[src/rtl/theater_chase_frame_generator_macros.svh]
// Assertion macros shared by the theater-chase frame generator RTL.
// Depends on nothing; files that assert include it by name.
// Defining ASSERT_OFF turns every macro into an empty statement.
`ifndef THEATER_CHASE_FRAME_GENERATOR_MACROS_SVH
`define THEATER_CHASE_FRAME_GENERATOR_MACROS_SVH

`ifndef ASSERT_OFF

// Clocked check on clk, held off while rst is high.
`define TCH_ASSERT(lbl, prop, msg) \
  lbl: assert property (@(posedge clk) disable iff (rst) prop) else $error(msg);

// Clocked check on clk that also holds during reset.
`define TCH_ASSERT_ALWAYS(lbl, prop, msg) \
  lbl: assert property (@(posedge clk) prop) else $error(msg);

`else

`define TCH_ASSERT(lbl, prop, msg)
`define TCH_ASSERT_ALWAYS(lbl, prop, msg)

`endif

`endif

[src/rtl/tchase_pkg.sv]
// Shared types, register indexes and helpers of the theater-chase generator.
// Depends on nothing; used by the register block, the interfaces and the top.
package tchase_pkg;

  localparam int TIME_W  = 32;
  localparam int RUN_W   = 8;
  localparam int COLOR_W = 32;
  localparam int CNT_W   = 7;
  localparam int IDX_W   = 6;
  localparam int ADDR_W  = 5;
  localparam int DATA_W  = 32;

  // Register indexes, byte address divided by four.
  typedef enum logic [2:0] {
    REG_INTERVAL = 3'd0,
    REG_RUN_ON   = 3'd1,
    REG_RUN_OFF  = 3'd2,
    REG_COLOR    = 3'd3,
    REG_REVERSE  = 3'd4,
    REG_NUM_PIX  = 3'd5
  } reg_idx_t;

  // Configuration as seen by the frame sequencer.
  typedef struct packed {
    logic [TIME_W-1:0]  interval_ms;
    logic [RUN_W-1:0]   run_on;
    logic [RUN_W-1:0]   run_off;
    logic [COLOR_W-1:0] color;
    logic               reverse;
    logic [CNT_W-1:0]   num_pixels;
  } cfg_t;

  // A run length of zero behaves as one.
  function automatic logic [RUN_W-1:0] eff_run(input logic [RUN_W-1:0] r);
    return (r == '0) ? RUN_W'(1) : r;
  endfunction

endpackage

[src/rtl/tchase_in_if.sv]
// Request channel carrying one millisecond timestamp per request.
// Depends on tchase_pkg for the field width.
interface tchase_in_if;
  logic                        valid;
  logic                        ready;
  logic [tchase_pkg::TIME_W-1:0] now_ms;

  modport source (output valid, output now_ms, input ready);
  modport sink   (input valid, input now_ms, output ready);
endinterface

[src/rtl/tchase_out_if.sv]
// Pixel channel carrying one strip write per request.
// Depends on tchase_pkg for the field widths.
interface tchase_out_if;
  logic                          valid;
  logic                          ready;
  logic [tchase_pkg::IDX_W-1:0]   pixel_index;
  logic [tchase_pkg::COLOR_W-1:0] pixel_color;
  logic                          frame_end;

  modport source (output valid, output pixel_index, output pixel_color, output frame_end,
                  input ready);
  modport sink   (input valid, input pixel_index, input pixel_color, input frame_end,
                  output ready);
endinterface

[src/rtl/tchase_regs.sv]
// APB-style configuration registers of the theater-chase generator.
// Depends on tchase_pkg for the register map and the cfg_t struct.
module tchase_regs (
  input  logic                          clk,
  input  logic                          rst,
  input  logic                          psel,
  input  logic                          penable,
  input  logic                          pwrite,
  input  logic [tchase_pkg::ADDR_W-1:0] paddr,
  input  logic [tchase_pkg::DATA_W-1:0] pwdata,
  output logic [tchase_pkg::DATA_W-1:0] prdata,
  output logic                          pready,
  output tchase_pkg::cfg_t              cfg
);
  import tchase_pkg::*;

  logic     wr_en;
  reg_idx_t idx;

  assign pready = 1'b1;
  assign wr_en  = psel && penable && pwrite;
  assign idx    = reg_idx_t'(paddr[ADDR_W-1:2]);

  // Register writes; indexes beyond the map are dropped.
  always_ff @(posedge clk) begin
    if (rst) begin
      cfg.interval_ms <= TIME_W'(50);
      cfg.run_on      <= RUN_W'(3);
      cfg.run_off     <= RUN_W'(3);
      cfg.color       <= COLOR_W'(32'h00FF_FFFF);
      cfg.reverse     <= 1'b1;
      cfg.num_pixels  <= CNT_W'(64);
    end else if (wr_en) begin
      case (idx)
        REG_INTERVAL: cfg.interval_ms <= pwdata[TIME_W-1:0];
        REG_RUN_ON:   cfg.run_on      <= pwdata[RUN_W-1:0];
        REG_RUN_OFF:  cfg.run_off     <= pwdata[RUN_W-1:0];
        REG_COLOR:    cfg.color       <= pwdata[COLOR_W-1:0];
        REG_REVERSE:  cfg.reverse     <= pwdata[0];
        REG_NUM_PIX:  cfg.num_pixels  <= pwdata[CNT_W-1:0];
        default: ;
      endcase
    end
  end

  // Read mux, zero extended.
  always_comb begin
    prdata = '0;
    case (idx)
      REG_INTERVAL: prdata = DATA_W'(cfg.interval_ms);
      REG_RUN_ON:   prdata = DATA_W'(cfg.run_on);
      REG_RUN_OFF:  prdata = DATA_W'(cfg.run_off);
      REG_COLOR:    prdata = DATA_W'(cfg.color);
      REG_REVERSE:  prdata = DATA_W'(cfg.reverse);
      REG_NUM_PIX:  prdata = DATA_W'(cfg.num_pixels);
      default:      prdata = '0;
    endcase
  end

endmodule

[src/rtl/theater_chase_frame_generator.sv]
// Theater-chase frame generator top level: timer check and pixel sequencer.
// Depends on tchase_pkg, tchase_in_if, tchase_out_if, tchase_regs and the macro header.
//
//   channel  | kind        | payload
//   ---------+-------------+------------------------------------------
//   stamp    | request in  | now_ms
//   pixel    | request out | pixel_index, pixel_color, frame_end
//   apb      | config      | six registers at byte addresses 0..20
//
// A timestamp is accepted in the idle state and checked in the check state.
// A due frame then sends one pixel per cycle while pixel is not stalled, then
// advances the chase phase; a new timestamp is taken only back in idle.
// The single pixel output register sets the pace; a stall on pixel holds the
// sequencer. Reset is synchronous; no clearing pass is needed after it.
`include "theater_chase_frame_generator_macros.svh"

module theater_chase_frame_generator #(
  parameter int unsigned MAX_PIXELS = 64
) (
  input  logic                          clk,
  input  logic                          rst,
  tchase_in_if.sink                     stamp,
  tchase_out_if.source                  pixel,
  input  logic                          psel,
  input  logic                          penable,
  input  logic                          pwrite,
  input  logic [tchase_pkg::ADDR_W-1:0] paddr,
  input  logic [tchase_pkg::DATA_W-1:0] pwdata,
  output logic [tchase_pkg::DATA_W-1:0] prdata,
  output logic                          pready
);
  import tchase_pkg::*;

  typedef enum logic [3:0] {
    S_IDLE    = 4'b0001,
    S_CHECK   = 4'b0010,
    S_EMIT    = 4'b0100,
    S_ADVANCE = 4'b1000
  } state_t;

  cfg_t              cfg;
  state_t            state;
  logic [TIME_W-1:0] now_q;
  logic [TIME_W-1:0] last_frame_time;
  logic              fresh;
  logic              phase_lit;
  logic [RUN_W-1:0]  phase_count;
  logic              lit;
  logic [RUN_W-1:0]  left;
  logic [CNT_W-1:0]  pix_cnt;
  logic [CNT_W-1:0]  n_frame;
  logic              out_valid;
  logic [IDX_W-1:0]  out_index;
  logic [COLOR_W-1:0] out_color;
  logic              out_end;

  logic [TIME_W-1:0] elapsed;
  logic              fire;
  logic [CNT_W-1:0]  n_eff;
  logic              slot_free;
  logic              last_pix;
  logic [CNT_W-1:0]  pos;
  logic [RUN_W:0]    count_inc;
  logic [RUN_W-1:0]  run_lim;

  tchase_regs u_regs (
    .clk     (clk),
    .rst     (rst),
    .psel    (psel),
    .penable (penable),
    .pwrite  (pwrite),
    .paddr   (paddr),
    .pwdata  (pwdata),
    .prdata  (prdata),
    .pready  (pready),
    .cfg     (cfg)
  );

  // Interval check: elapsed time (wrapping) against the interval; always fires after reset.
  assign elapsed = now_q - last_frame_time;
  assign fire    = fresh || (elapsed >= cfg.interval_ms);

  // Pixel count clamped to the strip in use.
  always_comb begin
    priority if (cfg.num_pixels == '0) begin
      n_eff = CNT_W'(1);
    end else if (cfg.num_pixels > CNT_W'(MAX_PIXELS)) begin
      n_eff = CNT_W'(MAX_PIXELS);
    end else begin
      n_eff = cfg.num_pixels;
    end
  end

  // Per-pixel position and frame end.
  assign slot_free = !out_valid || pixel.ready;
  assign last_pix  = (pix_cnt + CNT_W'(1)) == n_frame;
  assign pos       = cfg.reverse ? (n_frame - CNT_W'(1) - pix_cnt) : pix_cnt;

  // Phase advance after a frame, with one extra bit so the count never wraps.
  assign count_inc = {1'b0, phase_count} + (RUN_W+1)'(1);
  assign run_lim   = phase_lit ? eff_run(cfg.run_on) : eff_run(cfg.run_off);

  assign stamp.ready = (state == S_IDLE);

  // Sequencer.
  always_ff @(posedge clk) begin
    if (rst) begin
      state           <= S_IDLE;
      last_frame_time <= '0;
      fresh           <= 1'b1;
      phase_lit       <= 1'b1;
      phase_count     <= RUN_W'(1);
      pix_cnt         <= '0;
    end else begin
      unique case (state)
        S_IDLE: begin
          if (stamp.valid) begin
            state <= S_CHECK;
          end
        end
        S_CHECK: begin
          if (fire) begin
            fresh           <= 1'b0;
            last_frame_time <= now_q;
            pix_cnt         <= '0;
            state           <= S_EMIT;
          end else begin
            state <= S_IDLE;
          end
        end
        S_EMIT: begin
          if (slot_free) begin
            pix_cnt <= pix_cnt + CNT_W'(1);
            if (last_pix) begin
              state <= S_ADVANCE;
            end
          end
        end
        S_ADVANCE: begin
          if (count_inc > {1'b0, run_lim}) begin
            phase_count <= RUN_W'(1);
            phase_lit   <= !phase_lit;
          end else begin
            phase_count <= count_inc[RUN_W-1:0];
          end
          state <= S_IDLE;
        end
        default: state <= S_IDLE;
      endcase
    end
  end

  // Frame working registers: timestamp, pixel count, run phase and remaining run length.
  always_ff @(posedge clk) begin
    if (state == S_IDLE && stamp.valid) begin
      now_q <= stamp.now_ms;
    end
    if (state == S_CHECK) begin
      n_frame <= n_eff;
      lit     <= phase_lit;
      left    <= (phase_count == '0) ? RUN_W'(1) : phase_count;
    end else if (state == S_EMIT && slot_free) begin
      if (left == RUN_W'(1)) begin
        lit  <= !lit;
        left <= lit ? eff_run(cfg.run_off) : eff_run(cfg.run_on);
      end else begin
        left <= left - RUN_W'(1);
      end
    end
  end

  // Output register: valid is control, the payload loads with each pixel.
  always_ff @(posedge clk) begin
    if (rst) begin
      out_valid <= 1'b0;
    end else if (state == S_EMIT && slot_free) begin
      out_valid <= 1'b1;
    end else if (pixel.ready) begin
      out_valid <= 1'b0;
    end
  end

  always_ff @(posedge clk) begin
    if (state == S_EMIT && slot_free) begin
      out_index <= pos[IDX_W-1:0];
      out_color <= lit ? cfg.color : '0;
      out_end   <= last_pix;
    end
  end

  assign pixel.valid       = out_valid;
  assign pixel.pixel_index = out_index;
  assign pixel.pixel_color = out_color;
  assign pixel.frame_end   = out_end;

  // Checks on the sequencer.
  `TCH_ASSERT(a_emit_in_range, (state == S_EMIT) |-> (pix_cnt < n_frame), "pixel count past frame")
  `TCH_ASSERT(a_advance_after_end, (state == S_ADVANCE) |-> (out_valid && out_end), "advance without frame end")
  `TCH_ASSERT(a_check_exit, (state == S_CHECK) |=> (state == S_EMIT || state == S_IDLE), "bad exit from check")
  `TCH_ASSERT(a_count_nonzero, (phase_count != '0), "phase count reached zero")

endmodule
[src/flat_wrapper.sv]
// flat-port wrapper written by rule: the top's interface ports become plain ports
module theater_chase_frame_generator_flat import tchase_pkg::*;
#(
  parameter int unsigned MAX_PIXELS = 64
)
  (clk, rst, psel, penable, pwrite, paddr, pwdata, prdata, pready, stamp_valid, stamp_now_ms, stamp_ready, pixel_valid, pixel_pixel_index, pixel_pixel_color, pixel_frame_end, pixel_ready);
  tchase_in_if stamp_i ();
  tchase_out_if pixel_i ();
  input  logic clk;
  input  logic rst;
  input  logic psel;
  input  logic penable;
  input  logic pwrite;
  input  logic [tchase_pkg::ADDR_W-1:0] paddr;
  input  logic [tchase_pkg::DATA_W-1:0] pwdata;
  output logic [tchase_pkg::DATA_W-1:0] prdata;
  output logic pready;
  input wire logic [$bits(stamp_i.valid)-1:0] stamp_valid;
  input wire logic [$bits(stamp_i.now_ms)-1:0] stamp_now_ms;
  output wire logic [$bits(stamp_i.ready)-1:0] stamp_ready;
  output wire logic [$bits(pixel_i.valid)-1:0] pixel_valid;
  output wire logic [$bits(pixel_i.pixel_index)-1:0] pixel_pixel_index;
  output wire logic [$bits(pixel_i.pixel_color)-1:0] pixel_pixel_color;
  output wire logic [$bits(pixel_i.frame_end)-1:0] pixel_frame_end;
  input wire logic [$bits(pixel_i.ready)-1:0] pixel_ready;
  assign stamp_i.valid = stamp_valid;
  assign stamp_i.now_ms = stamp_now_ms;
  assign stamp_ready = stamp_i.ready;
  assign pixel_valid = pixel_i.valid;
  assign pixel_pixel_index = pixel_i.pixel_index;
  assign pixel_pixel_color = pixel_i.pixel_color;
  assign pixel_frame_end = pixel_i.frame_end;
  assign pixel_i.ready = pixel_ready;
  theater_chase_frame_generator #(.MAX_PIXELS(MAX_PIXELS)) u_core (.clk(clk), .rst(rst), .stamp(stamp_i), .pixel(pixel_i), .psel(psel), .penable(penable), .pwrite(pwrite), .paddr(paddr), .pwdata(pwdata), .prdata(prdata), .pready(pready));
endmodule
[config.mk]
export PLATFORM = sky130hd
export DESIGN_NAME = theater_chase_frame_generator_flat
export DESIGN_NICKNAME = d
export VERILOG_FILES = /design/src/rtl/tchase_pkg.sv /design/src/rtl/tchase_in_if.sv /design/src/rtl/tchase_out_if.sv /design/src/rtl/tchase_regs.sv /design/src/rtl/theater_chase_frame_generator.sv /design/src/flat_wrapper.sv
export VERILOG_INCLUDE_DIRS = /design/src /design/src/rtl
export SDC_FILE = /design/constraint.sdc
export NUM_CORES = 1
export LEC_CHECK = 0
export BUFFER_PORTS_ARGS = -buffer_cell sky130_fd_sc_hd__buf_2
export CORE_MARGIN = 5
export CORE_UTILIZATION = 60
export DETAILED_ROUTE_END_ITERATION = 16
export GPL_TIMING_DRIVEN = 1
export PLACE_DENSITY = 0.91
export SYNTH_ARGS = -nofsm -noshare
export SYNTH_HDL_FRONTEND = slang
export SYNTH_HIERARCHICAL = 1
export SYNTH_SLANG_ARGS = --single-unit
[constraint.sdc]
create_clock -name clk -period 4.62 [get_ports clk]
set_input_delay 0.693 -clock clk [delete_from_list [all_inputs] [get_ports clk]]
set_output_delay 0.693 -clock clk [all_outputs]
set_load 0.02 [all_outputs]
# --- Word-level counts from Yosys, hierarchy flattened ---
# Cells that the tools add are included.
classes:
  reduce_logical: 30
  n_eq_ne: 15
  order_cmp: 3
  mux: 25
  add_sub_neg: 6
op_table:
  columns: ["operator", "count"]
  rows:
  - ["$pmux W32 S6", 1]
  - ["$mux W8", 9]
  - ["$ge A32 B32 Y1", 1]
  - ["$sub A32 B32 Y32", 1]
  - ["$logic_not A8 Y1", 3]
  - ["$mux W7", 3]
  - ["$reduce_and A2 Y1", 9]
  - ["$pmux W7 S2", 1]
  - ["$mux W4", 3]
  - ["$pmux W4 S3", 1]
  - ["$add A8 B1 Y9 const B", 1]
  - ["$gt A9 B8 Y1", 1]
  - ["$eq A8 B1 Y1 const B", 1]
  - ["$reduce_bool A2 Y1", 4]
  - ["$sub A8 B1 Y8 const B", 1]
  - ["$add A7 B1 Y7 const B", 1]
  - ["$eq A7 B7 Y1", 1]
  - ["$gt A7 B7 Y1 const B", 1]
  - ["$logic_not A7 Y1", 1]
  - ["$eq A3 B2 Y1 const B", 2]
  - ["$eq A3 B3 Y1 const B", 2]
  - ["$mux W6", 1]
  - ["$ne A2 B1 Y1 const B", 3]
  - ["$reduce_and A3 Y1", 2]
  - ["15 further kinds", 25]
word_totals:
  word_cells: 100
  ff_bits: 229
  input_bits: 76

# --- Depth between registers and ports, before layout ---
# Gate-level depths: netlist of the first run.
depth:
  depth_word: 6
  ltp_mapped: 19

# --- Modules after synthesis ---
# Netlist of the first run, hierarchy kept.
modules_own_cells:
  columns: ["module", "cells_per_inst", "instances", "seq_area_each_um2", "area_each_um2"]
  rows:
  - ["theater_chase_frame_generator", 962, 1, 3693.5, 9071.2]
  - ["tchase_regs", 454, 1, 1761.7, 4170.2]

# --- Worst setup path after synthesis of the first run ---
# No wires, ideal clock.
synth_timing:
  path_type: "register to register"
  start: "reg u_core.now_q[20]"
  end: "reg u_core.last_frame_time[10]"
  setup_time_ns: 0.072
  arrival_ns: 4.093
  path_stages_with_launch: 18
  slack_ns: 0.455
  cell_sequence: "edfxtp_1 -> ha_1 -> buf_2 -> a21o_1 -> or3_1 -> a2111oi_2 -> nand3_1 -> a311oi_2 -> xnor2_1 -> ha_1 -> a211oi_1 -> o21ai_1 -> a2111oi_0 -> a31o_1 -> o31a_1 -> buf_6 -> buf_6 -> mux2i_1"
synth_via:
  elab_chain_len: 4
synth_lines:
  columns: ["item", "line", "text"]
  rows:
  - ["start: declaration", "theater_chase_frame_generator.sv:43", "logic [TIME_W-1:0] now_q;"]
  - ["start signal: assignment", "theater_chase_frame_generator.sv:156", "now_q <= stamp.now_ms;"]
  - ["$sub A32 B32 Y32", "theater_chase_frame_generator.sv:80", "assign elapsed = now_q - last_frame_time;"]
  - ["$ge A32 B32 Y1", "theater_chase_frame_generator.sv:81", "assign fire = fresh || (elapsed >= cfg.interval_ms);"]
  - ["$logic_or A1 B1 Y1", "theater_chase_frame_generator.sv:81", null]
  - ["$reduce_and A2 Y1 (no source line)", null, null]
  - ["end signal: assignment", "theater_chase_frame_generator.sv:124", "last_frame_time <= now_q;"]
  - ["end: declaration", "theater_chase_frame_generator.sv:44", "logic [TIME_W-1:0] last_frame_time;"]
# Every way passes these cells.
# A chain may end at the register's enable or synchronous reset.

# --- Final worst setup path of the first run ---
layout_timing:
  start: "reg u_core.now_q[0]"
  end: "reg u_core.last_frame_time[28]"
# Same word-level chain as after synthesis.

==> impl_metrics.ini, run 1 <==
[floorplan]
core_um2 = 21760
fp-row-count = 54
ioPinCount = 150
start_util_pct = 60.86
dieArea_um2 = 25140
die_y_um = 158.6
die_x_um = 158.6

[global_routing]
first_global_vias = 11040
antenna_found_initial = 0
grt_pass1_wl_um = 54430
grt_max_degree = 118
gr-total-overflow = 0
grt_use_total_pct = 26.45

[logic_synthesis]
synth_top_cell_by_area = dfxtp_1
synthTopCellsByCount = dfxtp_1 (142), nand2_1 (127), mux2i_1 (111)
synth_area_leaders = dfxtp_1 (21%), edfxtp_1 (20%), mux2i_1 (8.4%)
synth_top_cell_area_share_pct = 21.47
ys_warn_count = 6
synth_edf_count = 87
synth_cell_types = 81
async_flop_share_pct = 0
synth_ff_type = dfxtp_1
postSynthCellCount = 1416
netlist_area_um2 = 13240
syn_nets = 1575
ys_ff_latch = 229
synth-seq-area-share_pct = 41.20
yosysMostFrequentCell = dfxtp_1
syn_area_per_cell_um2 = 9.351

[detailed_routing]
drc = 0
first_iter_violations = 1090
dr.pass1.iters = 6
top_layer = met4
wl_per_cell_um = 18.77
met1_length_um = 13670
drt_wl_total_um = 34210
vias = 11170
wl_met3_um = 2708
final_antenna_net_count = 0
wl_met2_um = 16500
avgViaCountPerCell = 6.132

[power]
ir_drop_v = 0.0003038
p_comb_share_pct = 15.4
p_leak_uw = 0.006062
power.total_uw = 4891
sw_frac_of_total_pct = 26.67
clkPwrFrac_pct = 40.1
p_int_uw = 3587
power.density_nw_per_um2 = 327.7
p_sw_uw = 1305
p_seq_share_pct = 44.5

[clocking]
numCtsBuffers = 25
htreeDepth = 1
cts.reportedPaths.clkPinSlew_ps = 60
clk_latency_ps = 540
cts-hold-fix-buffers = 0
clock_path_buffers = 3
post_cts_buffers = 0
root_buffer = clkbuf_16
cts.sinks = 229
cts_tree = done

[finish]
syn2layout_area_growth_pct = 12.71
antenna_cells = 0
final_nets = 1682
fin_util_pct = 68.60
layout-drive-gt1-share_pct = 15.18

[setup_path]
crit_required_ps = 5060
start_kind = flop
r2r.worst_path.cells = 19
crit_path_end_kind = flop
crit_arrival_ps = 4750
crit_type = reg2reg
reg2reg_slack_ps = 300
cp_max_fo = 8

[placement]
routabilityCongestion = 0.9452
dp_hpwl_um = 24410
port_buffers = 146

[timing]
final.setup.tns_ps = 0
final.min_clock_period_ps = 4316
tightest_slew_ps = 1114
slew_viol_final = 0
slew_headroom_pct = 25.34
rsz0062_at_grt = false
fmax_mhz = 231.7
setup_violations = 0
min_period_over_period_pct = 93.42
finalHoldViolations = 0
skew_ps = 34.05

[min_path]
hold_path_class = in2reg
hold_path_depth = 1

[run]
maxCapViolCount = 0

[outcome]
status = complete, no violations
flip-flops by register name, summed over array words and instances, names as in the netlist:
name and count:
u_core/pix_cnt 7, u_core/u_regs/cfg 88, u_core/fresh 1, u_core/pixel.frame_end 1, u_core/pixel.pixel_color 32, u_core/pixel.pixel_index 6
u_core/phase_count 8, u_core/lit 1, u_core/phase_lit 1, u_core/state 4, u_core/last_frame_time 32, u_core/now_q 32
u_core/pixel.valid 1, u_core/n_frame 7, u_core/left 8
cell usage in the layout, fill, tap and decap left out, types with 6 or more instances in the layout:
cell type	count
and3_1	9
nor4_1	8
o31ai_1	19
nand4_1	13
xor2_1	18
edfxtp_1	87
nor3_1	17
nand3_1	46
or3_1	6
nand2_1	127
and2_1	38
a22oi_1	11
nor2_1	98
clkbuf_16	26
nand2b_1	50
nor2b_1	26
o21a_1	7
mux2_2	8
a21o_1	14
ha_1	81
dfxtp_1	142
buf_2	145
xnor2_1	33
clkbuf_1	6
nor4b_1	6
mux2i_1	111
a22o_1	30
a31oi_1	18
inv_1	83
buf_4	19
a21oi_1	70
o21ai_0	60
o21bai_1	7
per-stage QoR:
step / worst slack [ps] / hold slack [ps] / instance area (um^2) / instances
after floorplan: 455.3 / 422.9 / 13240 / 1416
after global placement: 203.4 / 439.8 / 14080 / 1776
after detailed placement: 132.8 / 448.9 / 14080 / 1776
after CTS: 46.94 / 318.8 / 14890 / 1822
after global routing: 26.30 / 317.6 / 14920 / 1822
final: 304.0 / 327.9 / 14920 / 1822
worst paths after layout:
check | start | end
setup / recovery | u_core/now_q[0]$_DFFE_PP_ | u_core/last_frame_time[28]$_SDFFE_PP0P_
hold reg to reg | u_core/last_frame_time[11]$_SDFFE_PP0P_ | u_core/last_frame_time[11]$_SDFFE_PP0P_
setup reg to reg | u_core/now_q[0]$_DFFE_PP_ | u_core/last_frame_time[28]$_SDFFE_PP0P_
hold / removal | stamp_now_ms[7] | u_core/now_q[7]$_DFFE_PP_
worst max-delay path: stages, from the launching register on:
cell and delay, ps:
edfxtp_1 440, inv_1 90, ha_1 170, inv_1 60
fa_1 390, a21o_1 210, a221oi_2 270, o21ai_1 150
a21o_1 200, a21oi_1 160, xnor2_1 140, ha_1 260
nand4_1 130, a21oi_1 70, or3_1 350, a221oi_1 290
buf_4 190, o31a_2 220, buf_4 220, mux2i_1 220
area by class of cell:
| class | instances | area (um^2) |
|---|---|---|
| multi-input cells | 1015 | 7077 |
| fillers | 1625 | 6832 |
| flip-flops and latches | 229 | 5455 |
| repair buffers | 166 | 908.4 |
| clock buffers | 35 | 714.4 |
| well taps | 280 | 350.3 |
| inverters | 86 | 324.1 |
| clock inverters | 11 | 95.09 |
repair_timing:
item                       in CTS  in global routing
setup endpoints to repair       0                 41
gates resized for setup         0                  8
hold endpoints to repair        0                  0
per-layer routing:
| layer | track usage, % | vias up |
|---|---|---|
| met3 | 4.050 | 103 |
| li1 | - | 5271 |
| met1 | 33.99 | 5232 |
| met2 | 44.67 | 566 |
| met5 | 0 | - |
| met4 | 10.84 | 0 |
logic make-up (layout without fill, tap and decap cells):
family | after synthesis | count (layout) | share of synthesized area, %
buffers and inverters | 172 | 298 | 5.698
AO/OA/AOI/OAI | 295 | 295 | 14.88
AND/OR/NAND/NOR | 465 | 465 | 17.62
flip-flops | 229 | 229 | 41.20
other | 1 | 1 | 0.02832
multiplexers | 120 | 120 | 9.241
adder cells (fa/ha/maj) | 83 | 83 | 7.956
XOR/XNOR | 51 | 51 | 3.373
power groups by stage:
stage                     clock, uW  sequential [uW]  combinational [uW]
after floorplan                   0             2210                 529
after global placement            0             2220                 697
after detailed placement          0             2220                 719
after CTS                      1980             2180                 727
after global routing           2060             2180                 830
final                          1960             2180                 753
No activity file was read; power rests on OpenSTA's default activity.
==> run 2, diff against run 1 <==
- CORE_UTILIZATION: 60 -> 54
- PLACE_DENSITY: 0.91 -> 0.86
- clock period: 4.62 -> 3.9 ns (I/O delays scaled with it)
==> run 2 against run 1 <==
  * The flow now finishes with violations (setup timing)
  * Combinational power increased by 42%
  * Clock skew decreased by 9.0 ps
  * Via count increased by 3.3%
  * Setup slack got worse by 680 ps
==> impl_metrics.ini, run 2 (synthesis results as in run 1) <==
[outcome]
status = complete, but fails checks
violations = setup timing

[detailed_routing]
first_iter_violations = 962
avgViaCountPerCell = 5.953
drt_wl_total_um = 36500
final_antenna_net_count = 0
wl_per_cell_um = 18.83
vias = 11540
dr.pass1.iters = 5
drc = 0

[timing]
final.min_clock_period_ps = 4275
fmax_mhz = 233.9
rsz0062_at_grt = true
slew_viol_final = 0
layout_setup_ws_ps = -374.9
skew_ps = 25.08
tightest_slew_ps = 1148
setup_violations = 40
min_period_over_period_pct = 109.6
slew_headroom_pct = 23.44
finalHoldViolations = 0

[global_routing]
gr-total-overflow = 0
grt_pass1_wl_um = 57690
grt_use_total_pct = 24.78
antenna_found_initial = 0
grt_max_degree = 59
first_global_vias = 11490

[power]
clkPwrFrac_pct = 39.7
ir_drop_v = 0.0003228
p_leak_uw = 0.006479
power.density_nw_per_um2 = 382.5
p_comb_share_pct = 17.7
sw_frac_of_total_pct = 27.04
p_sw_uw = 1635
p_int_uw = 4413
p_seq_share_pct = 42.7

[setup_path]
critical-path-slowest-cell = edfxtp_1
crit_arrival_ps = 4720
max_stage_delay_ps = 390
crit_required_ps = 4350
crit_path_end_kind = flop
path_cells = ha_1, a21o_1, or3_4, a2111oi_4, nand3_2, a311oi_2, xnor2_1, ha_1, a211oi_2, o21ai_4, a22oi_2, buf_4, a31o_1, o31a_4, buf_4, buf_12, mux2i_1
crit_type = reg2reg
cp_max_fo = 5
start_kind = flop
reg2reg_slack_ps = -370

[clocking]
cts.sinks = 229
clk_latency_ps = 550
cts_tree = done
clock_path_buffers = 3
cts-hold-fix-buffers = 0
htreeDepth = 1
numCtsBuffers = 25
root_buffer = clkbuf_16
cts.reportedPaths.clkPinSlew_ps = 60

[floorplan]
fp-row-count = 57
start_util_pct = 54.61
dieArea_um2 = 27750
die_y_um = 166.6
ioPinCount = 150
die_x_um = 166.6
core_um2 = 24250

[min_path]
hold_path_class = in2reg

[placement]
port_buffers = 146
place_area_um2 = 14610
routabilityCongestion = 0.9446
dp_worst_setup_slack_ps = -335.8
dp_hpwl_um = 25110

[finish]
antenna_cells = 0
largest_register = u_core/u_regs/cfg
largest_reg_flops = 88
final_cell_mix = buf_2 (145), dfxtp_1 (142), nand2_1 (127), mux2i_1 (110), nor2_1 (97)
final_common_cell = buf_2
fin_area_um2 = 15820
layout-drive-gt1-share_pct = 20.63
final_nets = 1754
syn2layout_area_growth_pct = 19.44

[run]
maxCapViolCount = 0
-- run 2: cell count changes in the layout (fill, tap and decap cells not counted), moves of 3 or more --
cell / previous run / this run
buf_6: 0 / 5
o21ai_1: 3 / 8
buf_4: 19 / 82
buf_16: 0 / 3
o21ai_0: 60 / 53
ha_1: 81 / 77
-- run 2: critical path, delay by kind of cell (launching register included) --
family	cells	cell delay [ps]
AO/OA/AOI/OAI	8	1870
adder cells (fa/ha/maj)	2	610
buffers and inverters	3	430
flip-flops	1	390
multiplexers	1	200
AND/OR/NAND/NOR	2	520
XOR/XNOR	1	150
-- run 2: stage by stage --
step | cells | utilization (%) | setup TNS [ps] | power, uW | hold WS, ps
6_report | 1938 | 65.22 | -12290 | 6049 | 220.3
3_5_place_dp | 1876 | 60.25 | -11180 | 3581 | 443.0
5_1_grt | 1938 | 65.22 | -20710 | 6296 | 204.6
3_3_place_gp | 1876 | 60.25 | -7108 | 3547 | 432.9
4_1_cts | 1933 | 64.76 | -6535 | 6030 | 211.1
2_1_floorplan | 1416 | - | 0 | 3262 | 422.9
-- run 2: timing repair --
action / 4_1_cts / 5_1_grt
gates cloned: 3 / 1
gates resized for setup: 30 / 15
setup buffers: 8 / 5
setup endpoints to repair: 41 / 41
pin swaps: 16 / 10
-- run 2: final timing paths --
path	startpoint	to	cells past startpoint
setup / recovery	u_core/now_q[18]$_DFFE_PP_	u_core/last_frame_time[12]$_SDFFE_PP0P_	17
hold reg to reg	u_core/fresh$_SDFFE_PP1P_	u_core/fresh$_SDFFE_PP1P_	2
hold / removal	stamp_now_ms[7]	u_core/now_q[7]$_DFFE_PP_	1
setup reg to reg	u_core/now_q[18]$_DFFE_PP_	u_core/last_frame_time[12]$_SDFFE_PP0P_	17
-- run 2: power by group through the flow --
stage / sequential (uW) / clock, uW / combinational [uW]
finish: 2580 / 2400 / 1070
global route: 2580 / 2550 / 1160
CTS: 2580 / 2430 / 1020
detailed placement: 2630 / 0 / 950
global placement: 2630 / 0 / 919
floorplan: 2610 / 0 / 647
-- run 2: cell type report --
cell class,count,area [um^2]
multi-input combinational,1015,7248
sequential,229,5455
inverter,86,324.1
clock inverter,16,182.7
fill,1896,8433
tap,324,405.4
clock buffer,30,654.4
timing repair buffer,238,1545
-- run 2: per-layer routing --
metal / vias to the layer above / GRT usage [%] / share of wire, %
met5: - / 0 / 0
met4: 0 / 9.641 / 3.6
met3: 109 / 4.100 / 7.1
met2: 547 / 42.00 / 48
met1: 5466 / 31.83 / 41
li1: 5414 / - / -
